$ cat src/sv/pfc_pkg.sv
// Shared types, constants and the microcode program of the particle sensor frame checker.
// Used by pfc_sequencer, pfc_datapath and particle_sensor_frame_checker; no dependencies.
`timescale 1ns / 1ps

package pfc_pkg;

    localparam int STORE_DEPTH = 31;
    localparam int ADDR_W      = 5;
    localparam int COUNT_W     = 6;
    localparam int SUM_W       = 13;
    localparam int STEP_W      = 3;

    localparam logic [7:0]         HDR_FIRST    = 8'h42;
    localparam logic [7:0]         HDR_SECOND   = 8'h4D;
    localparam logic [7:0]         LEN_HIGH     = 8'd0;
    localparam logic [7:0]         LEN_LOW      = 8'd28;
    localparam logic [COUNT_W-1:0] POS_HDR0     = 6'd0;
    localparam logic [COUNT_W-1:0] POS_HDR1     = 6'd1;
    localparam logic [COUNT_W-1:0] POS_LEN0     = 6'd2;
    localparam logic [COUNT_W-1:0] POS_LEN1     = 6'd3;
    localparam logic [COUNT_W-1:0] POS_ERRCODE  = 6'd29;
    localparam logic [COUNT_W-1:0] POS_CHECK_HI = 6'd30;
    localparam logic [COUNT_W-1:0] POS_LAST     = 6'd31;

    localparam logic [3:0] LAST_READING = 4'd11;
    localparam logic [3:0] LAST_FIELD   = 4'd13;

    localparam logic [1:0] STATUS_OK          = 2'd0;
    localparam logic [1:0] STATUS_FRAME_ERROR = 2'd1;
    localparam logic [1:0] STATUS_DATA_ERROR  = 2'd2;

    typedef logic [STEP_W-1:0] t_step;

    localparam t_step STEP_RECV  = 3'd0;
    localparam t_step STEP_RDHI  = 3'd1;
    localparam t_step STEP_RDLO  = 3'd2;
    localparam t_step STEP_EMITP = 3'd3;
    localparam t_step STEP_RDB   = 3'd4;
    localparam t_step STEP_EMITB = 3'd5;
    localparam t_step STEP_DONE  = 3'd6;
    localparam t_step STEP_ERR   = 3'd7;

    typedef enum logic [1:0] {
        ADDR_PAIR_HI = 2'd0,
        ADDR_PAIR_LO = 2'd1,
        ADDR_SINGLE  = 2'd2
    } t_addr_sel;

    typedef enum logic [1:0] {
        EMIT_NONE   = 2'd0,
        EMIT_PAIR   = 2'd1,
        EMIT_SINGLE = 2'd2,
        EMIT_ERROR  = 2'd3
    } t_emit;

    typedef enum logic [1:0] {
        COND_NEXT  = 2'd0,
        COND_FRAME = 2'd1,
        COND_LOOP  = 2'd2,
        COND_JUMP  = 2'd3
    } t_cond;

    typedef struct packed {
        logic      accept;
        logic      rd;
        t_addr_sel addr_sel;
        logic      cap_hi;
        t_emit     emit;
        t_cond     cond;
        t_step     target;
    } t_ctl;

    typedef struct packed {
        logic frame_done;
        logic frame_bad;
        logic slot_free;
        logic group_end;
    } t_dp_status;

    function automatic t_ctl ucode(input t_step step);
        t_ctl w;
        w = '{accept: 1'b0, rd: 1'b0, addr_sel: ADDR_PAIR_HI, cap_hi: 1'b0,
              emit: EMIT_NONE, cond: COND_NEXT, target: STEP_RECV};
        case (step)
            STEP_RECV: begin
                w.accept = 1'b1;
                w.cond   = COND_FRAME;
                w.target = STEP_ERR;
            end
            STEP_RDHI: begin
                w.rd       = 1'b1;
                w.addr_sel = ADDR_PAIR_HI;
            end
            STEP_RDLO: begin
                w.rd       = 1'b1;
                w.addr_sel = ADDR_PAIR_LO;
                w.cap_hi   = 1'b1;
            end
            STEP_EMITP: begin
                w.emit   = EMIT_PAIR;
                w.cond   = COND_LOOP;
                w.target = STEP_RDHI;
            end
            STEP_RDB: begin
                w.rd       = 1'b1;
                w.addr_sel = ADDR_SINGLE;
            end
            STEP_EMITB: begin
                w.emit   = EMIT_SINGLE;
                w.cond   = COND_LOOP;
                w.target = STEP_RDB;
            end
            STEP_DONE: begin
                w.cond   = COND_JUMP;
                w.target = STEP_RECV;
            end
            STEP_ERR: begin
                w.emit   = EMIT_ERROR;
                w.cond   = COND_JUMP;
                w.target = STEP_RECV;
            end
            default: begin
                w.cond   = COND_JUMP;
                w.target = STEP_RECV;
            end
        endcase
        return w;
    endfunction

endpackage

$ cat src/sv/pfc_datapath.sv
// Byte intake, frame checks, byte store and result register of the frame checker.
// Depends on pfc_pkg; driven by the control word from pfc_sequencer.
`timescale 1ns / 1ps

module pfc_datapath (
    input  logic                i_clk,
    input  logic                i_rst_n,
    input  pfc_pkg::t_ctl       i_ctl,
    input  logic                i_in_valid,
    input  logic [7:0]          i_in_byte,
    input  logic                i_in_start,
    output logic                o_in_ready,
    output pfc_pkg::t_dp_status o_status,
    output logic                o_out_valid,
    input  logic                i_out_ready,
    output logic [3:0]          o_out_index,
    output logic [15:0]         o_out_value,
    output logic [1:0]          o_out_status,
    output logic                o_out_last
);

    logic [7:0]                  r_mem [0:pfc_pkg::STORE_DEPTH-1];
    logic [7:0]                  r_rdata;
    logic [7:0]                  r_hi;
    logic [7:0]                  r_check_hi;
    logic [pfc_pkg::COUNT_W-1:0] r_count;
    logic [pfc_pkg::SUM_W-1:0]   r_sum;
    logic                        r_open;
    logic                        r_hdr_ok;
    logic                        r_err_nz;
    logic [3:0]                  r_fld;
    logic                        r_out_valid;
    logic [3:0]                  r_out_index;
    logic [15:0]                 r_out_value;
    logic [1:0]                  r_out_status;
    logic                        r_out_last;

    logic                        w_take;
    logic                        w_open;
    logic [pfc_pkg::COUNT_W-1:0] w_pos;
    logic [pfc_pkg::SUM_W-1:0]   w_sum_base;
    logic                        w_match;
    logic                        w_done;
    logic                        w_bad;
    logic                        w_slot_free;
    logic                        w_fire;
    logic                        w_group_end;
    logic [pfc_pkg::ADDR_W-1:0]  w_addr;
    logic [1:0]                  w_status;

    assign o_in_ready = i_ctl.accept;
    assign w_take     = i_in_valid && i_ctl.accept;
    assign w_open     = i_in_start || r_open;
    assign w_pos      = i_in_start ? '0 : r_count;
    assign w_sum_base = i_in_start ? '0 : r_sum;
    assign w_done     = w_take && w_open && (w_pos == pfc_pkg::POS_LAST);
    assign w_bad      = ({r_check_hi, i_in_byte} != {3'b000, r_sum}) || !r_hdr_ok;

    always_comb begin
        case (w_pos)
            pfc_pkg::POS_HDR0: w_match = (i_in_byte == pfc_pkg::HDR_FIRST);
            pfc_pkg::POS_HDR1: w_match = (i_in_byte == pfc_pkg::HDR_SECOND);
            pfc_pkg::POS_LEN0: w_match = (i_in_byte == pfc_pkg::LEN_HIGH);
            pfc_pkg::POS_LEN1: w_match = (i_in_byte == pfc_pkg::LEN_LOW);
            default:           w_match = 1'b1;
        endcase
    end

    assign w_slot_free = !r_out_valid || i_out_ready;
    assign w_fire      = (i_ctl.emit != pfc_pkg::EMIT_NONE) && w_slot_free;
    assign w_group_end = (i_ctl.emit == pfc_pkg::EMIT_PAIR) ? (r_fld == pfc_pkg::LAST_READING)
                                                            : (r_fld == pfc_pkg::LAST_FIELD);
    assign w_status    = r_err_nz ? pfc_pkg::STATUS_DATA_ERROR : pfc_pkg::STATUS_OK;

    assign o_status.frame_done = w_done;
    assign o_status.frame_bad  = w_bad;
    assign o_status.slot_free  = w_slot_free;
    assign o_status.group_end  = w_group_end;

    always_comb begin
        case (i_ctl.addr_sel)
            pfc_pkg::ADDR_PAIR_HI: w_addr = {r_fld, 1'b0} + 5'd4;
            pfc_pkg::ADDR_PAIR_LO: w_addr = {r_fld, 1'b0} + 5'd5;
            pfc_pkg::ADDR_SINGLE:  w_addr = {1'b0, r_fld} + 5'd16;
            default:               w_addr = '0;
        endcase
    end

    always_ff @(posedge i_clk) begin
        if (w_take && w_open && (w_pos < pfc_pkg::POS_LAST)) begin
            r_mem[w_pos[pfc_pkg::ADDR_W-1:0]] <= i_in_byte;
        end
        if (i_ctl.rd) begin
            r_rdata <= r_mem[w_addr];
        end
        if (i_ctl.cap_hi) begin
            r_hi <= r_rdata;
        end
        if (w_take && w_open) begin
            if (w_pos == pfc_pkg::POS_CHECK_HI) begin
                r_check_hi <= i_in_byte;
            end
            if (w_pos == pfc_pkg::POS_ERRCODE) begin
                r_err_nz <= (i_in_byte != 8'd0);
            end
            if (w_pos == pfc_pkg::POS_HDR0) begin
                r_hdr_ok <= w_match;
            end else begin
                r_hdr_ok <= r_hdr_ok && w_match;
            end
        end
        if (w_fire) begin
            case (i_ctl.emit)
                pfc_pkg::EMIT_PAIR: begin
                    r_out_index  <= r_fld;
                    r_out_value  <= {r_hi, r_rdata};
                    r_out_status <= w_status;
                    r_out_last   <= 1'b0;
                end
                pfc_pkg::EMIT_SINGLE: begin
                    r_out_index  <= r_fld;
                    r_out_value  <= {8'd0, r_rdata};
                    r_out_status <= w_status;
                    r_out_last   <= (r_fld == pfc_pkg::LAST_FIELD);
                end
                default: begin
                    r_out_index  <= 4'd0;
                    r_out_value  <= 16'd0;
                    r_out_status <= pfc_pkg::STATUS_FRAME_ERROR;
                    r_out_last   <= 1'b1;
                end
            endcase
        end
    end

    always_ff @(posedge i_clk) begin
        if (!i_rst_n) begin
            r_count     <= '0;
            r_sum       <= '0;
            r_open      <= 1'b0;
            r_fld       <= '0;
            r_out_valid <= 1'b0;
        end else begin
            if (w_take && w_open) begin
                r_count <= w_pos + 6'd1;
                r_sum   <= (w_pos < pfc_pkg::POS_CHECK_HI)
                           ? w_sum_base + {5'd0, i_in_byte} : w_sum_base;
                r_open  <= (w_pos != pfc_pkg::POS_LAST);
            end
            if (w_done) begin
                r_fld <= '0;
            end else if (w_fire && (i_ctl.cond == pfc_pkg::COND_LOOP)) begin
                r_fld <= r_fld + 4'd1;
            end
            if (w_fire) begin
                r_out_valid <= 1'b1;
            end else if (i_out_ready) begin
                r_out_valid <= 1'b0;
            end
        end
    end

    assign o_out_valid  = r_out_valid;
    assign o_out_index  = r_out_index;
    assign o_out_value  = r_out_value;
    assign o_out_status = r_out_status;
    assign o_out_last   = r_out_last;

endmodule

$ cat config.mk
export PLATFORM = sky130hd
export DESIGN_NAME = pfc_datapath
export DESIGN_NICKNAME = d
export VERILOG_FILES = /design/src/sv/pfc_pkg.sv /design/src/sv/pfc_datapath.sv
export SDC_FILE = /design/constraint.sdc
export NUM_CORES = 1
export LEC_CHECK = 0
export ABC_AREA = 1
export BUFFER_PORTS_ARGS = -buffer_cell sky130_fd_sc_hd__buf_2
export CORE_UTILIZATION = 30
export CTS_CLUSTER_DIAMETER = 40
export CTS_CLUSTER_SIZE = 12
export DETAILED_ROUTE_END_ITERATION = 7
export GPL_ROUTABILITY_DRIVEN = 0
export SLEW_MARGIN = 40
export SYNTH_ARGS = -nofsm -noshare
export SYNTH_HDL_FRONTEND = slang
export SYNTH_SLANG_ARGS = --single-unit
$ cat constraint.sdc
create_clock -name i_clk -period 4.2 [get_ports i_clk]
set_input_delay 0.21 -clock i_clk [delete_from_list [all_inputs] [get_ports i_clk]]
set_output_delay 0.21 -clock i_clk [all_outputs]
set_load 0.02 [all_outputs]
Yosys cells after proc, flatten, opt, wreduce, memory -nomap -nowiden. Memories as Yosys holds them, arrays and structs flattened. A register that Yosys moved wholly into a read port is not among the register bits. Index checks and enable logic that the tools add are counted.

Register bits: 66. Memory bits (writable): 248. Input bits: 25. Output and inout port bits: 29. Logic and storage cells: 77. Memories kept: 1.

Memories: r_mem (depth 31, width 8, read ports 1, clocked after Yosys merged registers in 1, wr ports 1, RTL line pfc_datapath.sv:22) `logic [7:0] r_mem [0:pfc_pkg::STORE_DEPTH-1];`.

Add/subtract/negate cells: 6. Magnitude comparators: 2. Equality and inequality tests: 18. Mux-type cells: 14. Bitwise gates (word level): 1. Reduce and logical (&&, ||, !) cells: 22.

Operators by type and width (count): $pmux W16 S2 (1); $mux W13 (2); $eq A6 B5 Y1 const B (3); $eq A8 B7 Y1 const B (2); $ne A16 B13 Y1 (1); $pmux W5 S3 (1); $add A13 B8 Y13 (1); $eq A6 B2 Y1 const B (2); $lt A6 B5 Y1 const B (2); $add A5 B3 Y5 const B (2); $eq A4 B4 Y1 const B (2); $eq A8 B5 Y1 const B (1); $logic_not A8 Y1 (1); $reduce_bool A8 Y1 (1); $logic_and A1 B1 Y1 (7); $add A6 B1 Y6 const B (1); $eq A2 B2 Y1 const B (3); $eq A6 B1 Y1 const B (1); $logic_not A6 Y1 (1); $mux W1 (6); $mux W6 (1); $ne A6 B5 Y1 const B (1); $add A4 B5 Y5 const B (1); $add A4 B1 Y4 const B (1); 11 further kinds (18).

Longest topological paths before layout.
Depth after elaboration: 5. Gate-level depth with buffers: 14. Mapped depth without buffers: 13.

Worst setup path before layout. No wires, ideal clock.

Path type: input to register. Start point: in i_ctl[5] (netlist name). End point: reg r_fld[1]. Setup time: 70 ps. Arrival: 2488 ps. Data required time: 4130 ps. Path slack: 1642 ps. Cell stages on the path: 8. Buffers on the path: 0. Path through: inv_1 -> ha_1 -> a21oi_1 -> nand2_1 -> nor2_1 -> inv_1 -> or2_2 -> a21oi_1.

Cells in the longest elaborated chain, start to end: 3.

Ends and longest elaborated chain: start, declared (RTL line pfc_datapath.sv:8) `input pfc_pkg::t_ctl i_ctl,`; $reduce_bool A2 Y1 (RTL line pfc_datapath.sv:70) `assign w_fire = (i_ctl.emit != pfc_pkg::EMIT_NONE) && w_slot_free;`; $logic_and A1 B1 Y1 (RTL line pfc_datapath.sv:70); net w_fire (RTL line pfc_datapath.sv:46) `logic w_fire;`; $logic_and A1 B1 Y1 (RTL line pfc_datapath.sv:152) `end else if (w_fire && (i_ctl.cond == pfc_pkg::COND_LOOP)) begin`; end signal, assigned (RTL line pfc_datapath.sv:153) `r_fld <= r_fld + 4'd1;`; end, declared (RTL line pfc_datapath.sv:31) `logic [3:0] r_fld;`.

The timed path passes the listed nets, and every way through them passes these cells. A chain may end at the register's enable or synchronous reset.

Worst setup path after layout.
Start point: reg r_fld[0]. End point: reg r_rdata[5], read port of r_mem (data pin).

Cells in the longest elaborated chain, start to end: 2. Elaborated cells between the ends (all ways): 4. Those cells by class: add/sub: 3; mux: 1.

Ends and longest elaborated chain: $add A4 B5 Y5 (tied with other cells) (RTL line pfc_datapath.sv:84) `pfc_pkg::ADDR_SINGLE: w_addr = {1'b0, r_fld} + 5'd16;`; $pmux W5 S3 * (RTL line pfc_datapath.sv:81) `case (i_ctl.addr_sel)`; end, declared (RTL line pfc_datapath.sv:23) `logic [7:0] r_rdata;`.

Mark *: on every way between the ends. The rest lies on a longest branch, timed or not.

==> metrics.cfg <==
[critical_path]
cp_max_fo=70
critPathCapture=r_rdata[5]
arrival_ps=2720
path_depth=10
reg2reg_depth=10
critPathTopFamily=simple AND/OR/NAND/NOR gates
path_class=register to register
slowest_stage=buf_4
r2r_slack_ps=1750
regToRegStartpoint=r_fld[0]
crit_buf_inv=1
slowest_delay_ps=610
cp_cell_sequence=nand2_1 -> nand2_4 -> buf_4 -> nand3_1 -> nand3_1 -> nand3_1 -> nand3_1 -> nand2_1 -> nand2_1 -> nand2_1
worstSetupEndpointType=register
cp-start-kind=register
rr_endpoint=r_rdata[5]
crit_required_ps=4470
crit_path_start=r_fld[0]

[timing]
setup-tns-final_ps=0
hold-worst-slack_ps=29.8
timing.final.crit_share_pct=58.4
grt_setup_unrepaired=false
fin_skew_ps=26.6
hold_viol=0
slew_viol_final=0
slew_headroom_pct=40.0
max_freq_mhz=407
fin_crit_ps=2450
setup_viol=0
worst_pin_slew_ps=896

[floorplan]
die_area_mm2=0.0509
die_h_um=226
core_area_mm2=0.0492
pin_count=54
dieWidth_um=226
start_util_pct=30.5
std_cell_rows=81

[detailed_routing]
wl_met2_um=18100
drtAntennaViolNets=0
vias=10589
first_pass_iters=4
top_layer=met4
m1WireLength_um=16000
met3_length_um=1920
drt-initial-drc-count=865
viasPerCell=4.66
drc=0
wl_um=37000
avgRoutedWirePerCell_um=16.3

[cts]
cts_resized=0
h-tree-depth=2
clk_latency_ps=550
cts.path.max_buffers=3
cts_buffers=47
path_clk_slew_ps=60
cts_setup_buffers=0
cts_tree=yes
root_buffer=clkbuf_16
ctsHoldBuffers=2
cts_sinks=322

[final_layout]
multi_input_area_mm2=0.00422
fill_cells=4843
utilization_pct=35.6
regArea_mm2=0.00942
fin_nets=1613
syn2layout_area_growth_pct=16.8
fin_area_mm2=0.0175
drive_gt1_share_pct=11.7

[yosys]
ys_warn_count=0
synth_nets=1563
ys_seq_area_share_pct=62.8
synth_area_per_cell_um2=9.86
ys_ff_latch=322
async_flop_share_pct=0
synth_edf_count=297
synth_cell_types=40
syn_area_mm2=0.0150
syn-instance-count=1521
synth_ff_type=edfxtp_1

[placement]
dpl-instance-area_mm2=0.0159
port_buffers=50
dpl.hpwl_um=23000

[power]
ir_drop_uv=242
power.leakage_nw=7.28
seqPwrFrac_pct=44.3
clkPwrFrac_pct=48.7
power.switching_mw=1.93
pwr_density_cell_mw_per_mm2=462
p_int_mw=6.15
switching_share_pct=23.9
combPwrFrac_pct=7.0

[global_route]
grt_overflow=0
grt_pass1_vias=10225
antenna_found_initial=1
grt_max_degree=74
grt_pass1_wl_um=57900
grt_usage_pct=14.7

[outcome]
status=finished clean

[flow_run]
maxCapViolCount=0

[worst_hold_path]
min_path_type=input port to register

worst min path at each step:
stage               cells after the start             to    startpoint
finish                                  1        r_hi[2]      i_ctl[7]
global route                            1        r_hi[5]      i_ctl[7]
CTS                                     1        r_hi[2]      i_ctl[7]
detailed placement                      0        r_hi[4]    r_rdata[4]
global placement                        0        r_hi[0]    r_rdata[0]
floorplan                               0  r_check_hi[0]  i_in_byte[0]
Yosys cell counts (14+ instances only):
master	number	area [µm²]
clkbuf_1	14	52.6
a21oi_1	28	140
ha_1	16	200
edfxtp_1	297	8920
nand3_1	319	1600
buf_2	45	225
o21ai_0	16	80.1
nand2_1	308	1160
dfxtp_1	25	500
nand3b_1	24	180
inv_1	260	976
nor2_1	76	285
logic make-up after synthesis:
family	synth area share, %
and+or+nand+nor	23.0
buffers and inverters	9.26
adders and majority gates	1.47
xor gates and xnor gates	0.759
DFF	62.8
AOI/OAI and AO/OA	2.65
metal layers:
metal	track usage [%]	vias up
met3	2.28	61
met2	25.0	267
li1	-	5176
met4	5.46	0
met1	19.0	5085
met5	0	-
stage by stage:
step / total power, mW / setup WS, ps / instances
after floorplan: 4.00 / 1640 / 1521
final: 8.08 / 1750 / 2270
after global placement: 4.21 / 1350 / 2184
after detailed placement: 4.22 / 1340 / 2184
after global routing: 8.34 / 1530 / 2269
after CTS: 8.14 / 1740 / 2269
power groups by stage:
stage                     Sequential (mW)  Clock (mW)  Combinational [mW]
final                                3.58        3.93               0.567
after global routing                 3.59        4.12               0.629
after CTS                            3.58        3.99               0.570
after detailed placement             3.65           0               0.567
after global placement               3.65           0               0.561
after floorplan                      3.67           0               0.330
layout make-up:
class                           instances  share of cell area [%]
Multi-Input combinational cell        860                    24.1
Antenna cell                            1                  0.0143
Clock inverter                         32                    1.91
Timing Repair Buffer                   74                    2.56
Clock buffer                           51                    7.16
Sequential cell                       322                    53.8
Tap cell                              664                    4.75
Inverter                              266                    5.70
state kept, by name (all words and copies together), names as in the netlist:
| name | flops |
|---|---|
| o_out_status | 2 |
| r_mem | 248 |
| r_hdr_ok | 1 |
| o_out_value | 16 |
| r_check_hi | 8 |
| r_sum | 13 |
| r_err_nz | 1 |
| o_out_last | 1 |
| r_fld | 4 |
| r_count | 6 |
| o_out_index | 4 |
| r_hi | 8 |
| r_rdata | 8 |
| o_out_valid | 1 |
| r_open | 1 |
cells in the final DEF (no fill, tap or decap), drive strengths merged:
| cell | Yosys | layout |
|---|---|---|
| a21oi | 29 | 29 |
| bufinv | 0 | 4 |
| nor4 | 4 | 4 |
| a211oi | 1 | 1 |
| ha | 16 | 16 |
| nand3b | 24 | 24 |
| a221oi | 2 | 2 |
| dlygate4sd3 | 0 | 2 |
| fa | 1 | 1 |
| nor3 | 10 | 10 |
| a21boi | 1 | 1 |
| dfxtp | 25 | 25 |
| nand4 | 5 | 5 |
| nand2 | 316 | 316 |
| clkinv | 0 | 11 |
| o21bai | 1 | 1 |
| o21ai | 23 | 23 |
| o211ai | 3 | 3 |
| xnor2 | 3 | 3 |
| diode | 0 | 1 |
| o22ai | 4 | 4 |
| edfxtp | 297 | 297 |
| nand3 | 322 | 322 |
| inv | 266 | 279 |
| nor3b | 1 | 1 |
| clkinvlp | 0 | 4 |
| clkbuf | 14 | 51 |
| xor2 | 10 | 10 |
| o221ai | 1 | 1 |
| or2 | 3 | 3 |
| buf | 59 | 72 |
| a31oi | 2 | 2 |
| nor2 | 78 | 78 |
(Power assumes the default switching activity.)
